`src/rtl/core/sss_pkg.sv`:
```
// ----------------------------------------------------------------------------
// sss_pkg
// Shared types and constants for the splay stencil stream block.
// ----------------------------------------------------------------------------
package sss_pkg;

  // Configuration register indexes
  localparam logic [1:0] CFG_GRID_COLUMNS = 2'd0;
  localparam logic [1:0] CFG_GRID_ROWS    = 2'd1;

  localparam int unsigned COMP_W  = 16;  // Q2.14 component
  localparam int unsigned SPLAY_W = 36;  // Q8.28 result
  localparam int unsigned COLS_W  = 11;
  localparam int unsigned ROWS_W  = 16;
  localparam int unsigned MIN_DIM = 3;   // smallest grid extent in either direction

  typedef struct packed {
    logic signed [COMP_W-1:0] x_component;
    logic signed [COMP_W-1:0] y_component;
  } point_t;

  typedef struct packed {
    logic [SPLAY_W-1:0] splay_value;
    logic               last_of_frame;
  } result_t;

  typedef struct packed {
    logic [1:0]        index;
    logic [ROWS_W-1:0] wdata;
  } cfg_wr_t;

  // Per-point control decoded from the raster position
  typedef struct packed {
    logic bank;      // x line store bank (row parity)
    logic has_main;  // point yields the result of the row above
    logic interior;  // that result is a real stencil value
    logic has_last;  // point is in the last row: extra zero result
    logic last_col;  // point closes its row
  } pos_flags_t;

endpackage

```
`src/rtl/core/sss_splay_calc.sv`:
```
// ----------------------------------------------------------------------------
// sss_splay_calc
// Sum of the two squared central differences, exact, in Q8.28.
// ----------------------------------------------------------------------------
module sss_splay_calc import sss_pkg::*; (
  input  logic signed [COMP_W-1:0] x_below_i,
  input  logic signed [COMP_W-1:0] x_above_i,
  input  logic signed [COMP_W-1:0] y_right_i,
  input  logic signed [COMP_W-1:0] y_left_i,
  output logic [SPLAY_W-1:0]       splay_o
);

  logic signed [COMP_W:0]   dx, dy;
  logic        [COMP_W:0]   dx_abs, dy_abs;
  logic        [2*COMP_W-1:0] sq_x, sq_y;
  logic        [2*COMP_W:0]   sum;

  always_comb begin
    dx     = {x_below_i[COMP_W-1], x_below_i} - {x_above_i[COMP_W-1], x_above_i};
    dy     = {y_right_i[COMP_W-1], y_right_i} - {y_left_i[COMP_W-1], y_left_i};
    dx_abs = dx[COMP_W] ? -dx : dx;
    dy_abs = dy[COMP_W] ? -dy : dy;
    // |difference| never exceeds 65535, so the low 16 bits carry it
    sq_x   = dx_abs[COMP_W-1:0] * dx_abs[COMP_W-1:0];
    sq_y   = dy_abs[COMP_W-1:0] * dy_abs[COMP_W-1:0];
    sum    = {1'b0, sq_x} + {1'b0, sq_y};
    splay_o = {{(SPLAY_W - 2*COMP_W - 1){1'b0}}, sum};
  end

endmodule

```
`config.mk`:
```
export PLATFORM = sky130hd
export DESIGN_NAME = sss_splay_calc
export DESIGN_NICKNAME = d
export VERILOG_FILES = /design/src/rtl/core/sss_pkg.sv /design/src/rtl/core/sss_splay_calc.sv
export SDC_FILE = /design/constraint.sdc
export NUM_CORES = 1
export LEC_CHECK = 0
export ABC_CLOCK_PERIOD_IN_PS = 20000
export BUFFER_PORTS_ARGS = -buffer_cell sky130_fd_sc_hd__buf_2
export CAP_MARGIN = 15
export CORE_MARGIN = 2
export CORE_UTILIZATION = 54
export DETAILED_ROUTE_END_ITERATION = 10
export PLACE_DENSITY_LB_ADDON = 0.15
export REMOVE_ABC_BUFFERS = 1
export SYNTH_ARGS = -nofsm -noshare
export SYNTH_HDL_FRONTEND = slang
export SYNTH_SLANG_ARGS = --single-unit
```
`constraint.sdc`:
```
create_clock -name vclk -period 20
set_clock_uncertainty 0.1 [all_clocks]
set_input_delay 4 -clock vclk [all_inputs]
set_output_delay 4 -clock vclk [all_outputs]
set_load 0.02 [all_outputs]
```
Word level (Yosys, flattened, before mapping)
Cells that the tools add are included.

Output and inout port bits: 36. Register bits: 0. Input port bits: 64.

$add $sub $neg: 5. Mux-type cells: 2. Multipliers: 2.

Operators by type and width (number): multiplier 16 x 16 -> 32 bit (2); subtractor 16 x 16 -> 17 bit (2); adder 32 x 32 -> 33 bit (1); 2-to-1 mux 16 bit (2); negator 16 bit (2).

Logic depth before layout (Yosys ltp)
Depth after elaboration: 5. Depth in mapped cells: 43.

Least setup slack after synthesis
No wires, ideal clock.

Kind: in2out. From: in x_below_i[0]. To: out splay_o[32]. Stages: 38. Slack: 2.284 ns. Buffers on the path: 1. Data arrival time: 13.616 ns. Required time: 15.900 ns. Path through: inv_1 -> ha_1 -> inv_1 -> fa_1 -> a211oi_4 -> nor2_1 -> xor2_1 -> a2111oi_2 -> nand2_1 -> or3_1 -> o31ai_1 -> xor2_1 -> inv_1 -> clkbuf_1 -> nand2_1 -> inv_1 -> fa_1 -> fa_1 -> (+2 left out) -> fa_1 -> inv_1 -> fa_1 -> inv_1 -> fa_1 -> fa_1 -> fa_1 -> inv_1 -> ha_1 -> and3_1 -> a221o_1 -> and2_1 -> o311a_1 -> o21a_1 -> o21a_1 -> a31o_2 -> a21oi_1 -> xnor3_1.

Cells in the longest elaborated chain, start to end: 5.

RTL lines: start: declaration (RTL line sss_splay_calc.sv:6) `input logic signed [COMP_W-1:0] x_below_i,`; subtractor 16 x 16 -> 17 bit (*) (RTL line sss_splay_calc.sv:19) `dx = {x_below_i[COMP_W-1], x_below_i} - {x_above_i[COMP_W-1], x_above_i};`; negator 16 bit (RTL line sss_splay_calc.sv:21) `dx_abs = dx[COMP_W] ? -dx : dx;`; 2-to-1 mux 16 bit (*) (RTL line sss_splay_calc.sv:21); multiplier 16 x 16 -> 32 bit (*) (RTL line sss_splay_calc.sv:24) `sq_x = dx_abs[COMP_W-1:0] * dx_abs[COMP_W-1:0];`; adder 32 x 32 -> 33 bit (*) (RTL line sss_splay_calc.sv:26) `sum = {1'b0, sq_x} + {1'b0, sq_y};`; end: declaration (RTL line sss_splay_calc.sv:10) `output logic [SPLAY_W-1:0] splay_o`.

Every way passes the cells marked *; elsewhere a longest branch is shown, timed or not.

Final worst setup path
From: in y_right_i[0]. To: out splay_o[31].

Cells in the longest elaborated chain, start to end: 5.

RTL lines: start: declaration (RTL line sss_splay_calc.sv:8) `input logic signed [COMP_W-1:0] y_right_i,`; subtractor 16 x 16 -> 17 bit (*) (RTL line sss_splay_calc.sv:20) `dy = {y_right_i[COMP_W-1], y_right_i} - {y_left_i[COMP_W-1], y_left_i};`; negator 16 bit (RTL line sss_splay_calc.sv:22) `dy_abs = dy[COMP_W] ? -dy : dy;`; 2-to-1 mux 16 bit (*) (RTL line sss_splay_calc.sv:22); multiplier 16 x 16 -> 32 bit (*) (RTL line sss_splay_calc.sv:25) `sq_y = dy_abs[COMP_W-1:0] * dy_abs[COMP_W-1:0];`; adder 32 x 32 -> 33 bit (*) (RTL line sss_splay_calc.sv:26).

Marks and branches as above.

==> summary by stage <==
Drt
After detailed routing, the number of remaining DRC violations is 0. The total wire length is 39100 um. The number of detailed-route iterations in the first pass is 5. The first-iteration detailed-routing DRC count is between 600 and 700.

The routed layout has 12.85k vias. The detail-routed net length per standard cell is 15.88 um. Using the TritonRoute via totals, the vias-per-cell ratio works out to 5.216. The post-detailed-route count of antenna-violating nets is 0.

Placed design
The post-placement cell area is between 15000 and 20000 um2. The congestion estimate from routability-driven global placement came to between 0.8 and 0.9. The count of buffers inserted at the top-level ports is 97. After legalization and detailed placement, the total HPWL measured 35180 um.

STA
The upper clock frequency limit is 0.05246 GHz. Measured against its own limit, the worst slew margin works out to 0.3390. The total negative slack for setup checks is 0 ns. The number of slew-limit violations in the final report came to 0. The actual slew at the worst max-slew pin is 0.9830 ns.

The worst path needs 19.06 ns of the cycle, external delays included. Of the available clock period, the critical path in the final layout requires 0.9531. The number of endpoints failing setup at the final stage is 0. Setup repair after global routing left no endpoint under its margin.

The number of hold violations in the final report is 0.

Die
The die footprint is roughly 33000 um2. Row generation in the floorplan step produced 65 rows. After floorplanning, the core was sized to cover around 31000 um2. The die extent in x is approximately 180 um. The initial cell density of the core is 0.5478.

The die is 182.7 um tall. The number of I/O pins is 100.

Critical path
The slowest stage of the critical path belongs to the cell a2111oi_1. On the worst path, the slowest cell contributes a delay of 0.66 ns. The signal arrival time at the worst endpoint is 14.96 ns. The nature of the critical path endpoint is a primary output. The cell repeated most along the worst path is fa_1. STA classifies the critical path startpoint as a primary input. The top fanout value on the critical path is 9. The critical path in this run is classified as in2out.

At the worst endpoint, the required time is 15.90 ns.

Global routing
The wire length of the first global-routing pass is between 60000 and 70000 um. The aggregate global-route resource usage is 0.2558. The via count of the first global-routing pass is between 10k and 15k.

The global route total overflow is 0. Entering global routing, the biggest net connects 23 pins. The initial antenna violation count is 0.

Layout
The library cell used most frequently in the layout, excluding fill and tap cells, is inv_1. The post-layout instance area is 18290 um2. At the end of the flow, the number of nets in the layout was 2741.

Compared with the post-synthesis result, the final layout area differs by 6.082%. The share of the core filled with cells in the final layout is 0.5811. The area taken by flip-flops and latches is 0 um2. In the final layout, the share of cells above drive strength 1 is 0.08054. The final-layout clock buffer total is 0. There are 0 flip-flops and latches. 0 antenna diodes ended up in the layout. In the layout the commonest cells are inv_1, fa_1, ha_1, nor2_1, nand2_1.

Synthesis
Of the total synthesized cell area, the portion taken by XOR and XNOR cells is 0.04790. The number of distinct library cells after synthesis is 83. The compound-cell area share of the yosys netlist came to 0.08302. Of the total synthesized cell area, the portion taken by full adders, half adders and majority gates is 0.6150. The fraction of the mapped netlist area in simple logic gates is 0.1160. The main combinational cell family by area after synthesis is adder cells. The count of yosys warnings during synthesis is 0. The post-synthesis mux area share is 0.001814. The mean area per synthesized cell is 8.747 um2. Synthesis handed over a netlist of ~2.0k instances. The register area share after synthesis is 0. The mapped netlist covers around 17000 um2.

Min path
The worst hold path belongs to the class in2out.

Status
The run finished with clean final reports.

Clock tree
The quantity of gates resized following cts is 0. The total setup buffers inserted after CTS is 0. After clock tree synthesis, the flow added hold-fix buffers numbering 0.

Flow run
The tool flagged a number of max-cap violations equal to 0.
==> metrics by stage <==
step / hold slack, ns / setup WS, ns / cells
floorplan: 8.539 / 1.894 / 1938
global placement: 8.915 / 1.082 / 2463
detailed placement: 8.927 / 1.048 / 2463
CTS: 8.932 / 1.001 / 2463
global route: 8.995 / 0.3058 / 2463
finish: 8.933 / 0.9372 / 2463
==> synthesized netlist by cell type, drive strengths merged (3+ instances only) <==
cell type	instances	share of area
o31a	5	0.0025
ha	225	0.16
o21a	14	0.0061
a21oi	52	0.015
o41ai	3	0.0015
o2111ai	3	0.0015
nor2	179	0.039
nand3	19	0.0055
nor3	21	0.0064
a31oi	4	0.0015
or3	5	0.0018
a21o	23	0.010
nand2b	27	0.0098
or4	3	0.0013
buf	10	0.0033
nor2b	12	0.0044
nor4	6	0.0022
xor2	34	0.018
nand2	121	0.026
a211oi	9	0.0049
or2	18	0.0065
o41a	3	0.0020
and3	8	0.0029
a31o	4	0.0020
o211ai	9	0.0039
inv	583	0.13
and2	17	0.0062
a2111oi	6	0.0046
o21bai	5	0.0022
o21ai	33	0.010
xnor2	53	0.028
o31ai	8	0.0035
clkbuf	25	0.0054
fa	389	0.45
==> kinds of logic (layout without fill, tap and decap cells) <==
family / Yosys count / count (layout)
adder cells (fa/ha/maj): 614 / 614
buffers and inverters: 620 / 708
other: 1 / 3
XOR/XNOR: 88 / 88
multiplexers: 3 / 3
AND/OR/NAND/NOR: 443 / 443
AO/OA/AOI/OAI: 202 / 202
==> per-layer routing <==
metal	up-vias	global-route usage	part of all wire
met5	-	0	0
li1	6119	-	-
met2	270	0.4529	0.50
met4	0	0.06097	0.029
met3	59	0.008980	0.036
met1	6400	0.3503	0.43
==> critical path, delay by kind of cell <==
kind / cells / cell delay (ns)
fa+ha+maj: 11 / 4.84
compound gates: 9 / 2.68
simple gates: 7 / 2.05
buf+inv: 9 / 0.75
xor+xnor: 2 / 0.62
==> area by class of cell <==
cell class	instances	area [um2]
multi-input cells	1353	14910
fillers	2899	13190
repair buffers	123	680.7
well taps	402	503.0
inverters	585	2196
==> path summary, 6_finish.rpt <==
path | from | endpoint | slack [ns] | cells past startpoint
worst max-delay path | y_right_i[0] | splay_o[31] | 0.94 | 38
worst min-delay path | x_below_i[1] | splay_o[2] | 8.93 | 7
Power is left out: the tool's default activity adds up to more than one toggle a clock period on the data nets, which glitch-free logic cannot reach.
