$ cat src/rtl/core/sss_pkg.sv
// ----------------------------------------------------------------------------
// sss_pkg
// Shared types and constants for the splay stencil stream block.
// ----------------------------------------------------------------------------
package sss_pkg;

  // Configuration register indexes
  localparam logic [1:0] CFG_GRID_COLUMNS = 2'd0;
  localparam logic [1:0] CFG_GRID_ROWS    = 2'd1;

  localparam int unsigned COMP_W  = 16;  // Q2.14 component
  localparam int unsigned SPLAY_W = 36;  // Q8.28 result
  localparam int unsigned COLS_W  = 11;
  localparam int unsigned ROWS_W  = 16;
  localparam int unsigned MIN_DIM = 3;   // smallest grid extent in either direction

  typedef struct packed {
    logic signed [COMP_W-1:0] x_component;
    logic signed [COMP_W-1:0] y_component;
  } point_t;

  typedef struct packed {
    logic [SPLAY_W-1:0] splay_value;
    logic               last_of_frame;
  } result_t;

  typedef struct packed {
    logic [1:0]        index;
    logic [ROWS_W-1:0] wdata;
  } cfg_wr_t;

  // Per-point control decoded from the raster position
  typedef struct packed {
    logic bank;      // x line store bank (row parity)
    logic has_main;  // point yields the result of the row above
    logic interior;  // that result is a real stencil value
    logic has_last;  // point is in the last row: extra zero result
    logic last_col;  // point closes its row
  } pos_flags_t;

endpackage

$ cat src/rtl/core/sss_position.sv
// ----------------------------------------------------------------------------
// sss_position
// Config registers, raster position counters and per-point flag decode.
// ----------------------------------------------------------------------------
module sss_position import sss_pkg::*; #(
  parameter int unsigned MAX_COLUMNS = 1024,
  parameter int unsigned CW          = $clog2(MAX_COLUMNS)
) (
  input  logic          clk_i,
  input  logic          rst_ni,
  input  logic          cfg_we_i,
  input  cfg_wr_t       cfg_i,
  input  logic          advance_i,
  output logic [CW-1:0] col_o,
  output logic [CW-1:0] col_next_o,
  output pos_flags_t    flags_o
);

  localparam int unsigned GW = (CW + 1 > COLS_W) ? CW + 1 : COLS_W;
  localparam logic [GW-1:0] MaxCols = GW'(MAX_COLUMNS);

  logic [COLS_W-1:0] grid_columns_q;
  logic [ROWS_W-1:0] grid_rows_q;
  logic [CW-1:0]     col_q, col_d;
  logic [ROWS_W-1:0] row_q, row_d;
  logic [GW-1:0]     gc_w, cols_last_w;
  logic [CW-1:0]     cols_last;
  logic [ROWS_W-1:0] rows_last;
  logic              last_col, last_row;

  always_ff @(posedge clk_i or negedge rst_ni) begin
    if (!rst_ni) begin
      grid_columns_q <= COLS_W'(1024);
      grid_rows_q    <= ROWS_W'(1024);
    end else if (cfg_we_i) begin
      unique case (cfg_i.index)
        CFG_GRID_COLUMNS: grid_columns_q <= cfg_i.wdata[COLS_W-1:0];
        CFG_GRID_ROWS:    grid_rows_q    <= cfg_i.wdata;
        default: ;
      endcase
    end
  end

  // Effective extents: columns clamped to [3, MAX_COLUMNS], rows to at least 3
  always_comb begin
    gc_w = GW'(grid_columns_q);
    if (gc_w < GW'(MIN_DIM)) begin
      cols_last_w = GW'(MIN_DIM - 1);
    end else if (gc_w > MaxCols) begin
      cols_last_w = MaxCols - GW'(1);
    end else begin
      cols_last_w = gc_w - GW'(1);
    end
    cols_last = cols_last_w[CW-1:0];
    rows_last = (grid_rows_q < ROWS_W'(MIN_DIM)) ? ROWS_W'(MIN_DIM - 1)
                                                 : grid_rows_q - ROWS_W'(1);
  end

  assign last_col = (col_q >= cols_last);
  assign last_row = (row_q >= rows_last);

  assign col_o      = col_q;
  assign col_next_o = (col_q == CW'(MAX_COLUMNS - 1)) ? '0 : col_q + CW'(1);

  assign flags_o.bank     = row_q[0];
  assign flags_o.has_main = (row_q != '0);
  assign flags_o.interior = (row_q[ROWS_W-1:1] != '0) && (col_q != '0) && !last_col;
  assign flags_o.has_last = last_row;
  assign flags_o.last_col = last_col;

  always_comb begin
    col_d = col_q;
    row_d = row_q;
    if (advance_i) begin
      if (last_col) begin
        col_d = '0;
        row_d = last_row ? '0 : row_q + ROWS_W'(1);
      end else begin
        col_d = col_q + CW'(1);
      end
    end
  end

  always_ff @(posedge clk_i or negedge rst_ni) begin
    if (!rst_ni) begin
      col_q <= '0;
      row_q <= '0;
    end else begin
      col_q <= col_d;
      row_q <= row_d;
    end
  end

endmodule

$ cat config.mk
export PLATFORM = sky130hd
export DESIGN_NAME = sss_position
export DESIGN_NICKNAME = d
export VERILOG_FILES = /design/src/rtl/core/sss_pkg.sv /design/src/rtl/core/sss_position.sv
export SDC_FILE = /design/constraint.sdc
export NUM_CORES = 1
export LEC_CHECK = 0
export BUFFER_PORTS_ARGS = -buffer_cell sky130_fd_sc_hd__buf_2
export CAP_MARGIN = 20
export CELL_PAD_IN_SITES_DETAIL_PLACEMENT = 1
export CELL_PAD_IN_SITES_GLOBAL_PLACEMENT = 1
export CORE_UTILIZATION = 30
export CTS_BUF_LIST = sky130_fd_sc_hd__clkbuf_16
export DETAILED_ROUTE_END_ITERATION = 16
export HOLD_SLACK_MARGIN = 0.05
export PLACE_DENSITY_LB_ADDON = 0.1
export SYNTH_ARGS = -nofsm -noshare
export SYNTH_HDL_FRONTEND = slang
export SYNTH_SLANG_ARGS = --single-unit
$ cat constraint.sdc
create_clock -name clk_i -period 3.37 [get_ports clk_i]
set_input_delay 0 -clock clk_i [delete_from_list [all_inputs] [get_ports clk_i]]
set_output_delay 0 -clock clk_i [all_outputs]
set_load 0.1 [all_outputs]
# == Word-level counts from Yosys, hierarchy flattened ==
# Cells that the tools add are included.
# totals
register_bits,53
inputBits,22
out_inout_bits,25
elab_cells,31
# classes
n_addsub,4
magnitude_cmp,5
eq_ne,2
muxes,6
reduce_logical,10
# op_table
cell,n
10-bit 2-to-1 mux,4
16-bit 2-to-1 mux,2
16-bit by 1-bit adder with 16-bit output (second input constant),1
16-bit greater-or-equal comparator,1
16-bit by 2-bit less-than comparator with 1-bit output (second input constant),1
16-bit nonzero test,1
16-bit by 1-bit subtractor with 16-bit output (second input constant),1
15-bit nonzero test,1
11-bit > comparator (second input constant),1
11-bit by 2-bit less-than comparator with 1-bit output (second input constant),1
10-bit by 1-bit adder with 10-bit output (second input constant),1
10-bit == test (second input constant),1
10-bit greater-or-equal comparator,1
10-bit nonzero test,1
10-bit by 1-bit subtractor with 10-bit output (second input constant),1
2-bit AND reduction,3
2-bit by 1-bit == test with 1-bit output (second input constant),1
1-bit logical AND,2
2-bit zero test,1
1-bit zero test,1

# == Depth between registers and ports, before layout ==
# Gate-level depths: netlist of run 1.
# logic_depth
word_depth,6
ltp_mapped,15
depth_no_buf,15

# == Worst setup path after synthesis of run 1 ==
# No wires, ideal clock.
# synth_path
kind,register to output
startpoint,register col_q[3] (netlist: col_o[3])
endpoint,output port col_next_o[9]
t_arrival_ns,4.121
t_required_ns,3.370
path_slack_ns,-0.751
path_stages_with_launch,7
path_buffers,1
path_cell_list,dfrtp_1 nand3_1 nor2_1 and3_1 clkbuf_1 nand3_1 o21ai_0
# synth_via
elab_chain_len,2
word_cells_on_any_way,3
# synth_lines
item,line,source
"start, declared",sss_position.sv:24,"logic [CW-1:0] col_q, col_d;"
"start signal, assigned",sss_position.sv:89,col_q <= col_d;
10-bit by 1-bit adder with 10-bit output / 10-bit == test (equally long branches),sss_position.sv:63,assign col_next_o = (col_q == CW'(MAX_COLUMNS - 1)) ? '0 : col_q + CW'(1);
10-bit 2-to-1 mux (*),sss_position.sv:63,
"end, declared",sss_position.sv:15,"output logic [CW-1:0] col_next_o,"
# Every way passes the cells marked *; elsewhere a longest branch is shown, timed or not.

==> results of run 1 <==
## state kept, by name, indices dropped and copies added, names as in the netlist
name,flops
gc_w,11
row_q,16
col_o,10
grid_rows_q,16
## cell usage in the layout (no fill, tap or decap), types with 6 or more instances in the layout
| cell | count |
|---|---|
| a21oi_1 | 8 |
| a22o_1 | 11 |
| and3_1 | 8 |
| buf_2 | 43 |
| buf_4 | 32 |
| buf_6 | 6 |
| dfrtp_1 | 51 |
| dlygate4sd3_1 | 17 |
| ha_1 | 32 |
| inv_1 | 17 |
| mux2_2 | 23 |
| nand2_1 | 44 |
| nand3_1 | 16 |
| nor2_1 | 23 |
| nor3_1 | 7 |
| nor4_1 | 7 |
| o21ai_0 | 12 |
| o21ai_1 | 9 |
| xnor2_1 | 8 |
| xor2_1 | 16 |
## worst max-delay path, stage by stage, from the launching register on
cell and delay, ps:
dfrtp_1 380, or4_4 560, buf_4 180, nor2_1 160, xor2_1 220, o21ai_2 90
ha_1 320, a211o_1 270, o211ai_1 130, o31ai_2 130, nor2_2 140, inv_2 70
buf_6 130, nor2_4 90, buf_12 180
## area by class of cell
class | instances | share of cell area [%]
Clock buffer | 5 | 2.46
Clock inverter | 3 | 0.738
Inverter | 18 | 1.43
Multi-Input combinational cell | 314 | 50.3
Sequential cell | 53 | 26.1
Tap cell | 168 | 4.13
Timing Repair Buffer | 101 | 14.8
## metrics by stage
stage	TNS (ps)	hold WS [ps]	area, µm²	setup slack [ps]
after floorplan	0	-296	3830	4.23
after global placement	0	50.5	4400	94.5
after detailed placement	-15.3	40.4	4400	-15.3
after CTS	-685	81.7	4890	-104
after global routing	-1790	111	5090	-175
final	0	88.9	5090	2.63
## worst max path at each step
stage          slack (ps)            from          to  cells after the start
2_1_floorplan           4        col_o[1]    col_o[6]                      6
3_3_place_gp           90  grid_rows_q[7]    row_q[3]                     14
3_5_place_dp          -20  grid_rows_q[7]    row_q[3]                     14
4_1_cts              -100         gc_w[5]  flags_o[2]                     14
5_1_grt              -180         gc_w[4]  flags_o[2]                     14
6_report                3         gc_w[4]  flags_o[2]                     14
## power by group through the flow
| stage | clock network, µW | registers [µW] | logic [µW] |
|---|---|---|---|
| after floorplan | 0 | 1080 | 966 |
| after global placement | 0 | 945 | 1490 |
| after detailed placement | 0 | 951 | 1520 |
| after CTS | 612 | 940 | 1610 |
| after global routing | 640 | 971 | 1790 |
| final | 595 | 945 | 1660 |
## cells by family after synthesis
| family | synth area share [%] |
|---|---|
| AOI/OAI and AO/OA | 15.7 |
| xor gates and xnor gates | 6.20 |
| adders and majority gates | 10.8 |
| buffers and inverters | 3.71 |
| DFF | 34.9 |
| muxes | 7.35 |
| and+or+nand+nor | 21.4 |
## metal layers
| metal | routed length (µm) | vias up |
|---|---|---|
| li1 | - | 1653 |
| met1 | 5440 | 1665 |
| met2 | 5240 | 48 |
| met3 | 314 | 7 |
| met4 | 102 | 0 |
| met5 | 0 | - |
## timing repair
| item | CTS | global route |
|---|---|---|
| gates cloned | 1 | 0 |
| buffers inserted | 11 | 7 |
| endpoints found under the hold margin | 48 | 0 |
| hold buffers | 17 | 0 |
| pin swaps | 11 | 24 |
| gates resized for setup | 11 | 31 |
| endpoints found under the setup margin | 4 | 28 |
==> results, run 1 <==
- The run finished with clean final reports.
- Summed over its instances, the top area cell type makes up 33.5% of the synthesized netlist area.
- The starting density of the core is between 30% and 40%.
- The class of the most critical hold timing path is in -> reg.
- Synthesis inferred 53 register bits.
- In the routed design, unresolved DRC markers number 0.
- Max-cap violations in this run came to 0.
- The first TritonRoute pass finished after 4 iterations.
- The via count of the first global-routing pass is 3378.
- The first-pass GRT wire length is 17.9 mm.
- The endpoint of the worst register-to-register path is row_q[3].
- The share of final-layout standard cells stronger than drive strength 1 is 33.2%.
- The largest voltage drop on the vdd net is 0.279 mV.
- TritonCTS built the clock tree.
- Cells fill 41.7% of the core in the end.
- The final HPWL from detailed placement is between 8 and 9 mm.
- In this run the core area contains 40 standard-cell rows.
- In this run the most critical hold path is launched from cfg_i[17].
- The clock passes through at most 2 buffers.
- The critical path arrival is 3370 ps.
- Across the whole layout, storage elements account for 0.00133 mm².
- met2 is the most crowded layer.
- The maximum number of pins on one net before global-route repair is 32.
- For this run, the leading register cell type out of synthesis is dfrtp_1.
- CTS saw 53 sinks.
- The setup path with the least slack is of type reg -> out.
- Measured against its own limit, the worst slew margin works out to 37.3%.
- In this run the register-to-register setup slack is 10 ps.
- The number of port buffers is 46.
- The gate count after technology mapping is roughly 400.
- Power spread over the standard cell area amounts to 628 mW/mm².
- The total detailed-routing wirelength is 11.1 mm.
- The count of nets left with antenna violations once routing finished came out at 0.
- In the synthesized netlist, the cells that appear most often are 51 x dfrtp_1, 44 x nand2_1, 33 x ha_1.
- The die is ~110 µm tall.
- The worst path needs 3370 ps of the cycle, external delays included.
- The internal power of the cells totals 1660 µW.
- The area of the multi-input gates is ~0.0026 mm².
- The synthesized netlist net count is 452.
- Yosys attributes the largest share of cell area to dfrtp_1 33%, ha_1 11%, mux2_2 7.1%.
- After filler insertion, the fill cell instance count of the layout stands at 1422.
- The total core area is 0.0122 mm².
- The number of enable flip-flop cells after synthesis is 0.
- The max-slew violation count came to 0.
- The worst setup path is captured at an output port.
- The net switching share of the total power is between 40% and 50%.
- Global routing used 24.1% of the available met1 tracks.
- The most common cell in the synthesized netlist is dfrtp_1.
- For the pin with the worst max-slew slack, the measured transition is 936 ps.
- The clock latency of the later-clocked register in the worst-skew pair is 300 ps.
- The CTS clock-pin slew for the worst setup and hold paths is 70 ps.
- Pin placement for this block handled 47 I/O pins.
- For this run, global-route usage on met2 was measured as 29.0%.
- Measured along the x axis, the die boundary spans 115 µm.
- The area added between synthesis and finish is 33.4%.
- The number of placed instances with taps included is 619.
- After the last flow step, the layout net total stands at roughly 550.
- The via total after detailed routing is 3373.
- The CTS buffer count is 5.
- The proportion of register bits with asynchronous set or reset after synthesis is 100%.
- The number of cells traversed by the worst register-to-register path is 13.
- The proportion of synthesized chip area in sequential cells is a little over a third.
- The worst setup path is launched from a flop.
- Setup repair after global routing could not meet its margin everywhere.
- The switching power summed over all nets is between 1500 and 2000 µW.
- The worst reg2reg path startpoint is gc_w[4].
- The part of the power in registers is 29.6%.
- The number of cells traversed by the worst hold path is 4.
- Combinational logic is responsible for 51.8% of the overall power.
- The final setup skew is 5.23 ps.
- STA puts the critical path data required time at 3370 ps.
- The post-route total power is 3200 µW.
- The count of routing violations after the opening detailed-route iteration is 102.
- The mapped netlist covers around 0.0038 mm².
- The overflow left after global routing is 0.
- The initial antenna violation count is 0.
- The share of total power dissipated in the clock network is 18.6%.
- After detailed routing, the number of vias per cell comes to between 5 and 6.
- The detail-routed net length per standard cell is roughly 17 µm.
- For this run, the number of Yosys warnings is 0.
- The mean instance size in the synthesized netlist is approximately 9.6 µm².
- The cell at the root of the clock tree is clkbuf_16.
- The number of antenna repair diodes is 0.
- Of all nets on the critical path, the largest fanout is 3.
- Timing would allow up to 297 MHz.
- The netlist uses 66 different library cells.
- The area enclosed by the die boundary is 0.0132 mm².
- Setup violations remaining at the end of the flow were counted as 0.
- The end point of the worst hold path is gc_w[10].
- For this run, the number of standard cells in the final layout without fillers is 662.
- The hold violation total from the final report came to 0.
- Global routing consumed, over all layers together, between 15 and 20% of the routing resources.
- The H-tree was split into 2 levels.
- The leakage power figure is 0.00235 µW.
- Routability-driven placement finished with a final weighted congestion of 0.798.
- Summed over all instances, the cell type with the most area after synthesis is dfrtp_1.
- The fraction of met3 tracks used by global routing is 2.90%.
- The final period utilization is between 90% and 100%.
No activity file was read; power rests on OpenSTA's default activity.
==> run 2, diff against run 1 <==
- CORE_UTILIZATION: 30 -> 41
- RECOVER_POWER: default -> 25
==> results, run 2 (synthesis gave the netlist of run 1 again) <==
- The initial antenna violation count is 0.
- Dividing the detail-routed via count by the number of cells gives roughly 5.7.
- TritonCTS built the clock tree.
- The starting density of the core is 43.1%.
- The via total after detailed routing is 3439.
- The library cell used most frequently in the layout, excluding fill and tap cells, is dfrtp_1.
- No sink is reached through more buffers than the 2 on the longest clock path.
- The maximum number of pins on one net before global-route repair is 33.
- The hold violation total from the final report was 0.
- The number of antenna repair diodes is 0.
- Dividing total power by cell area gives a power density of 642 mW/mm².
- Setup repair after global routing could not meet its margin everywhere.
- Of all nets on the critical path, the largest fanout is 9.
- The floorplan has 34 rows.
- Leaving out fill and tap cells, the most frequent cells in the layout are 51 x dfrtp_1, 43 x nand2_1, 42 x buf_2.
- The kind of critical path is reg -> reg.
- The run finished, with violations left.
- The tightest min-delay check is of the in -> reg type.
- The worst slew margin relative to its limit is -25.6%.
- For the pin with the worst max-slew slack, the measured transition is about 1900 ps.
- Global routing used 23.7% of the available tracks across all layers.
- Clock tree synthesis inserted a total of 5 buffers.
- The final critical path takes up 102% of the cycle.
- The clock drives 53 sinks.
- The number of nets with antenna violations after routing is 0.
- Once routing completed, OpenROAD measured the worst setup slack at -72.9 ps.
- The total detailed-routing wirelength is 11.1 mm.
- The first detailed-routing pass took 6 iterations.
- The final setup skew is 7.22 ps.
- The via count of the first global-routing pass was 3569.
- The final reports fail on max-capacitance violations, max-slew violations, negative setup slack.
- STA classifies the critical path startpoint as a flop.
- At the end of routability-driven placement, the weighted congestion stood at 0.818.
- The max-slew violation count came to 49.
- The H-tree generated during clock tree synthesis spans 2 levels.
- The final count of negative-setup-slack endpoints is 4.
- After clock tree synthesis, the clock-pin slew on the worst setup and hold paths is approximately 70 ps.
- During I/O placement, the number of pins put on the boundary was 47.
- The x dimension of the die is 98.4 µm.
- Summed over all layers, the global routing overflow is 0.
- The post-route netlist has 33.2% of its cells at a drive strength greater than 1.
- The core region is 0.00885 mm².
- The source of the worst hold timing path is advance_i.
- The leakage power figure is between 0.002 and 0.0025 µW.
- At the later pin of the worst-skew pair, clock insertion delay measures 290 ps.
- The data required time at the worst endpoint is 3550 ps.
- Data on the critical path arrives at its endpoint at 3620 ps.
- The placed instances occupy a cell area of 0.00430 mm².
- The net count of the finished layout is 551.
- The worst setup path is captured at a flop.
- From synthesis to final layout, the design area changed by 32.7%.
- The fmax is 290 MHz.
- The setup TNS is -144 ps.
- In the final routed layout, each cell accounts on average for 18.4 µm.
- The post-detailed-route DRC marker count is 0.
- In this run the critical register-to-register path is launched from gc_w[5].
- The count of routing violations after the opening detailed-route iteration is 91.
- The finished cells cover 0.00506 mm².
- The minimum setup slack among reg-to-reg paths is -70 ps.
- The largest voltage drop on the vdd net is 0.319 mV.
- The start point of the critical path is gc_w[5].
- The cell at the root of the clock tree is clkbuf_16.
- The die covers 0.00969 mm².
- Max-cap violations in this run came to 2.
- The die is 98.4 µm tall.
- The final HPWL from detailed placement is 7.73 mm.
- The first-pass GRT wire length is between 15 and 20 mm.
- The number of port buffers is 46.
- The final critical-path required period is between 3000 and 4000 ps.
-- run 2: final cells by class --
| cell class | instances | area, µm² |
|---|---|---|
| Inverter | 18 | 70.1 |
| Tap cell | 108 | 135 |
| Sequential cell | 53 | 1330 |
| Clock inverter | 3 | 41.3 |
| Fill cell | 997 | 3790 |
| Multi-Input combinational cell | 313 | 2560 |
| Timing Repair Buffer | 105 | 801 |
| Clock buffer | 5 | 125 |
-- run 2: what timing repair did --
| item | in CTS | in global routing |
|---|---|---|
| buffers inserted | 16 | 11 |
| hold endpoints to repair | 57 | 0 |
| hold buffers | 17 | 0 |
| gates resized for setup | 13 | 34 |
| setup endpoints to repair | 18 | 29 |
| pin swaps | 14 | 24 |
| cloned | 0 | 0 |
-- run 2: worst max-delay path, stage by stage (launching register included) --
cell and delay, ps:
dfrtp_1 380, or4_4 560, nor4_4 140, buf_4 180
a31oi_4 140, o21a_1 220, ha_1 270, nand2b_4 150
a211oi_4 310, o31ai_4 120, buf_4 160, o21ai_4 260
nor2_4 110, a221o_1 310
-- run 2: worst paths after layout --
path,end,cells after the start
max,row_q[3],13
min,col_o[2],3
min reg2reg,grid_rows_q[14],1
min in group asynchronous,row_q[8],2
max in group asynchronous,grid_rows_q[10],3
max reg2reg,row_q[3],13
-- run 2: layer usage --
metal	track usage (%)	wire, µm	vias up
li1	-	-	1649
met5	0	0	-
met4	5.17	165	0
met1	31.0	5090	1716
met3	3.33	263	14
met2	41.6	5630	60
-- run 2: report_power, final --
part / switching [µW] / leakage, µW / total, µW / internal, µW
Clock: 243 / 0.0000775 / 591 / 349
Combinational: 1120 / 0.00165 / 1710 / 585
Sequential: 194 / 0.000640 / 944 / 751
-- run 2: metrics by stage --
| stage | worst slack [ps] | util (%) | power, µW | std cells | hold slack, ps |
|---|---|---|---|---|---|
| 2_1_floorplan | 4.23 | - | 2050 | 397 | -296 |
| 3_3_place_gp | 65.9 | 48.6 | 2390 | 555 | 131 |
| 6_report | -72.9 | 57.2 | 3240 | 605 | 109 |
| 4_1_cts | -103 | 54.6 | 3150 | 596 | 90.3 |
| 5_1_grt | -224 | 57.2 | 3420 | 605 | 121 |
| 3_5_place_dp | -123 | 48.6 | 2450 | 555 | 140 |
==> run 3, diff against run 2 <==
- ABC_AREA: default -> 1
- CORE_UTILIZATION: 41 -> 39
==> results, run 3 <==
- The run finished with clean final reports.
- Summed over all nets, the switching power comes to 2030 µW.
- The complex-gate fraction of the synthesized area is roughly 6.8%.
- The proportion of power drawn by the clock network is between 10% and 20%.
- Routability-driven placement finished with a final weighted congestion of ~0.8.
- Global routing finished with a remaining overflow of 0.
- The worst path uses 92.0% of the clock period.
- The TritonCTS clock tree is yes.
- The number of placed instances, taps included, is 760.
- Setup repair after global routing left no endpoint under its margin.
- The adder-cell share of the synthesized area is 9.97%.
- The total detailed-routing wirelength is 11.0 mm.
- The floorplan die height is between 100 and 150 µm.
- In the synthesized netlist the dominant register cell turns out to be dfrtp_1.
- After Yosys synthesis, XOR and XNOR cells account for 4.44% of the synthesized area.
- In the layout the commonest cells are 166 x nand2_1, 82 x inv_1, 60 x nand3_1.
- Walking the worst path, the cells encountered are inv_1, ha_1, nand2_2, nor2_2, nand3_2, nor2_2, nand3_1, nand2_2, o21ai_1, nand2_1, ha_1, a21o_1, nor2_2, nand3_4, nor2_1, clkbuf_4.
- The power density normalized to cell area is 732 mW/mm².
- The net total in the final layout is 707.
- Net switching is between 50% and 60% of the power.
- The initial antenna violation count is 0.
- The final critical-path required period is 3100 ps.
- The cell repeated most along the worst path is nor2_2.
- The data required time at the worst endpoint is 3370 ps.
- The largest single stage delay on the critical path is 410 ps.
- The clock latency of the later-clocked register in the worst-skew pair is approximately 300 ps.
- The class of the most critical hold timing path is in -> reg.
- The first global-routing pass estimated 19.2 mm of wire.
- The max-slew violation count is 0.
- The worst-path cell with the longest stage delay is dfrtp_1.
- Of all flip-flops after synthesis, the portion carrying an async set or reset was 100%.
- The die covers between 0.01 and 0.015 mm².
- Counting along the longest clock path gives a buffer depth of 2.
- The number of antenna repair diodes is 0.
- Excluding fillers, the count of instances in the completed layout stands at 789.
- For this run, the total global-route usage over all layers was measured as 21.6%.
- The CTS buffer count is 5.
- The first TritonRoute pass finished after 4 iterations.
- The count of routing violations after the opening detailed-route iteration is 118.
- The total core area is 0.0103 mm².
- In this run the number of H-tree levels came out at 2.
- In this run the remaining antenna-violating nets after routing total 0.
- The cell at the root of the clock tree is clkbuf_16.
- The HPWL after detailed placement is ~8.6 mm.
- The area share of the largest cell type after synthesis is 30.8%.
- The number of I/O pins is 47.
- The worst slew margin relative to its limit is 10.2%.
- After clock tree synthesis, the clock-pin slew on the worst setup and hold paths is 80 ps.
- The fraction of synthesized area in multiplexers is less than 1%.
- For this run, the register share of the synthesized area comes to 32.1%.
- The number of port buffers is 46.
- The critical path arrival is 3100 ps.
- The area growth from synthesis to layout is 16.0%.
- Of the total power, combinational logic draws ~57%.
- The library cell used most frequently in the layout, excluding fill and tap cells, is nand2_1.
- The share of synthesized cell area in and, or, nand and nor gates is between 30% and 40%.
- The hold violation total from the final report is 0.
- The standard-cell row count is 37.
- The maximum number of pins on one net before global-route repair is 34.
- The internal portion of the total power is 1490 µW.
- The max-cap violation count is 0.
- The post-detailed-route DRC marker count is 0.
- The final count of negative-setup-slack endpoints is 0.
- The endpoint kind of the worst setup timing path is an output port.
- The actual slew at the worst max-slew pin is 1350 ps.
- The via count of the first global-routing pass was around 4000.
- For this design the static power due to leakage is between 0.002 and 0.003 µW.
- Derived from the worst setup path, the maximum achievable clock frequency is roughly 320 MHz.
- The part of the power in registers is 27.0%.
- The setup TNS is 0 ps.
- The clock net in this run drives a total of 53 sinks.
- The kind of critical path is reg -> out.
- The count of unique library cells instantiated by Yosys is 39.
- On the final layout, the worst hold slack is 88.0 ps.
- For this run, the number of Yosys warnings is 0.
- The routed layout has 3885 vias.
- Yosys mapped a number of flops with a built-in enable equal to 0.
- The largest fanout of any net on the critical path is 8.
- In this run, synthesis produced a sequential element count of 53.
- Across the VDD grid, the largest voltage drop is 1.33 mV.
- A synthesized cell averages ~7 µm².
- The largest total area in the synthesized netlist belongs to dfrtp_1.
- The main combinational cell family by area after synthesis is simple AND/OR/NAND/NOR gates.
- Of the cells placed in the final design, the portion with a size suffix greater than 1 is 14.7%.
- Counting the fill cells in the layout gives 1383.
- Dividing the detail-routed wire length by the instance count gives 14.0 µm.
- The gate count after technology mapping is 591.
- In the post-synthesis netlist, the cell with the most instances is nand2_1.
- The commonest cells after synthesis are 166 x nand2_1, 82 x inv_1, 60 x nand3_1.
- The nature of the critical path startpoint is a flop.
- The starting density of the core is between 40% and 50%.
- The final setup skew is around 16 ps.
- The die is around 110 µm wide.
- The number of nets in the synthesized netlist is between 600 and 700.
- The mapped cell area is around 0.0041 mm².
- By area the synthesized netlist is led by dfrtp_1 31%, nand2_1 15%, ha_1 10%.
- Dividing the detail-routed via count by the number of cells gives 4.92.
[run 3: cell types whose count changed in the layout (fill, tap and decap cells not counted), sizes merged, moves of 5 or more]
cell	previous run	this run
a22o	11	0
o21ai	25	35
nor2b	5	0
xnor2	11	1
nand2	44	170
nor2	27	61
or2	3	11
mux2	24	3
buf	87	48
nand3	18	65
inv	18	87
and3	9	1
nor4	11	1
[run 3: critical path, delay by kind of cell (launching register included)]
kind	cells	cell delay [ps]
AO/OA/AOI/OAI	2	280
adder cells (fa/ha/maj)	2	430
buffers and inverters	2	460
flip-flops	1	410
AND/OR/NAND/NOR	10	1210
[run 3: path summary, 6_finish.rpt]
path | slack, ps | endpoint | start | cells after the start
setup / recovery | 270 | flags_o[2] | gc_w[0] | 16
hold / removal | 90 | col_o[2] | advance_i | 2
setup reg to reg | 470 | row_q[9] | gc_w[0] | 18
hold reg to reg | 520 | gc_w[1] | gc_w[1] | 2
max in group asynchronous | 1690 | grid_rows_q[10] | rst_ni | 3
min in group asynchronous | 510 | row_q[7] | rst_ni | 2
[run 3: stage by stage]
stage / utilization [%] / setup WS (ps) / instance area (µm²) / total power (µW)
finish: 46.5 / 268 / 4800 / 3510
CTS: 46.2 / 31.9 / 4770 / 3540
floorplan: - / 68.4 / 4140 / 2590
global route: 46.5 / 12.8 / 4800 / 3740
global placement: 43.1 / 472 / 4450 / 2900
detailed placement: 43.1 / 357 / 4450 / 2970
[run 3: logic make-up (layout without fill, tap and decap cells)]
family	count (synthesis)	count (layout)
buf+inv	100	162
flops	53	53
fa+ha+maj	33	33
compound gates	51	51
simple gates	330	330
mux	3	3
xor+xnor	21	21
[run 3: layer usage]
layer	GRT usage, %	part of all wire [%]
met5	0	0
met4	4.23	0.54
met3	3.18	2.3
met2	37.3	48
met1	28.6	49
[run 3: power by group through the flow]
stage,sequential (µW),combinational [µW],clock [µW]
3_3_place_gp,955,1950,0
5_1_grt,974,2190,580
3_5_place_dp,963,2000,0
6_report,948,2020,543
4_1_cts,951,2030,555
2_1_floorplan,1200,1390,0
[run 3: layout make-up]
class	count	area, µm²	share of cell area [%]
Clock inverter	3	25.0	0.521
Timing Repair Buffer	68	440	9.17
Clock buffer	5	125	2.61
Sequential cell	53	1330	27.7
Tap cell	136	170	3.54
Inverter	86	328	6.83
Multi-Input combinational cell	438	2380	49.7
[run 3: repair_timing]
item | 4_1_cts | 5_1_grt
gates resized for setup | 0 | 3
hold endpoints to repair | 47 | 0
hold buffers | 17 | 0
endpoints found under the setup margin | 0 | 2
setup buffers | 0 | 4
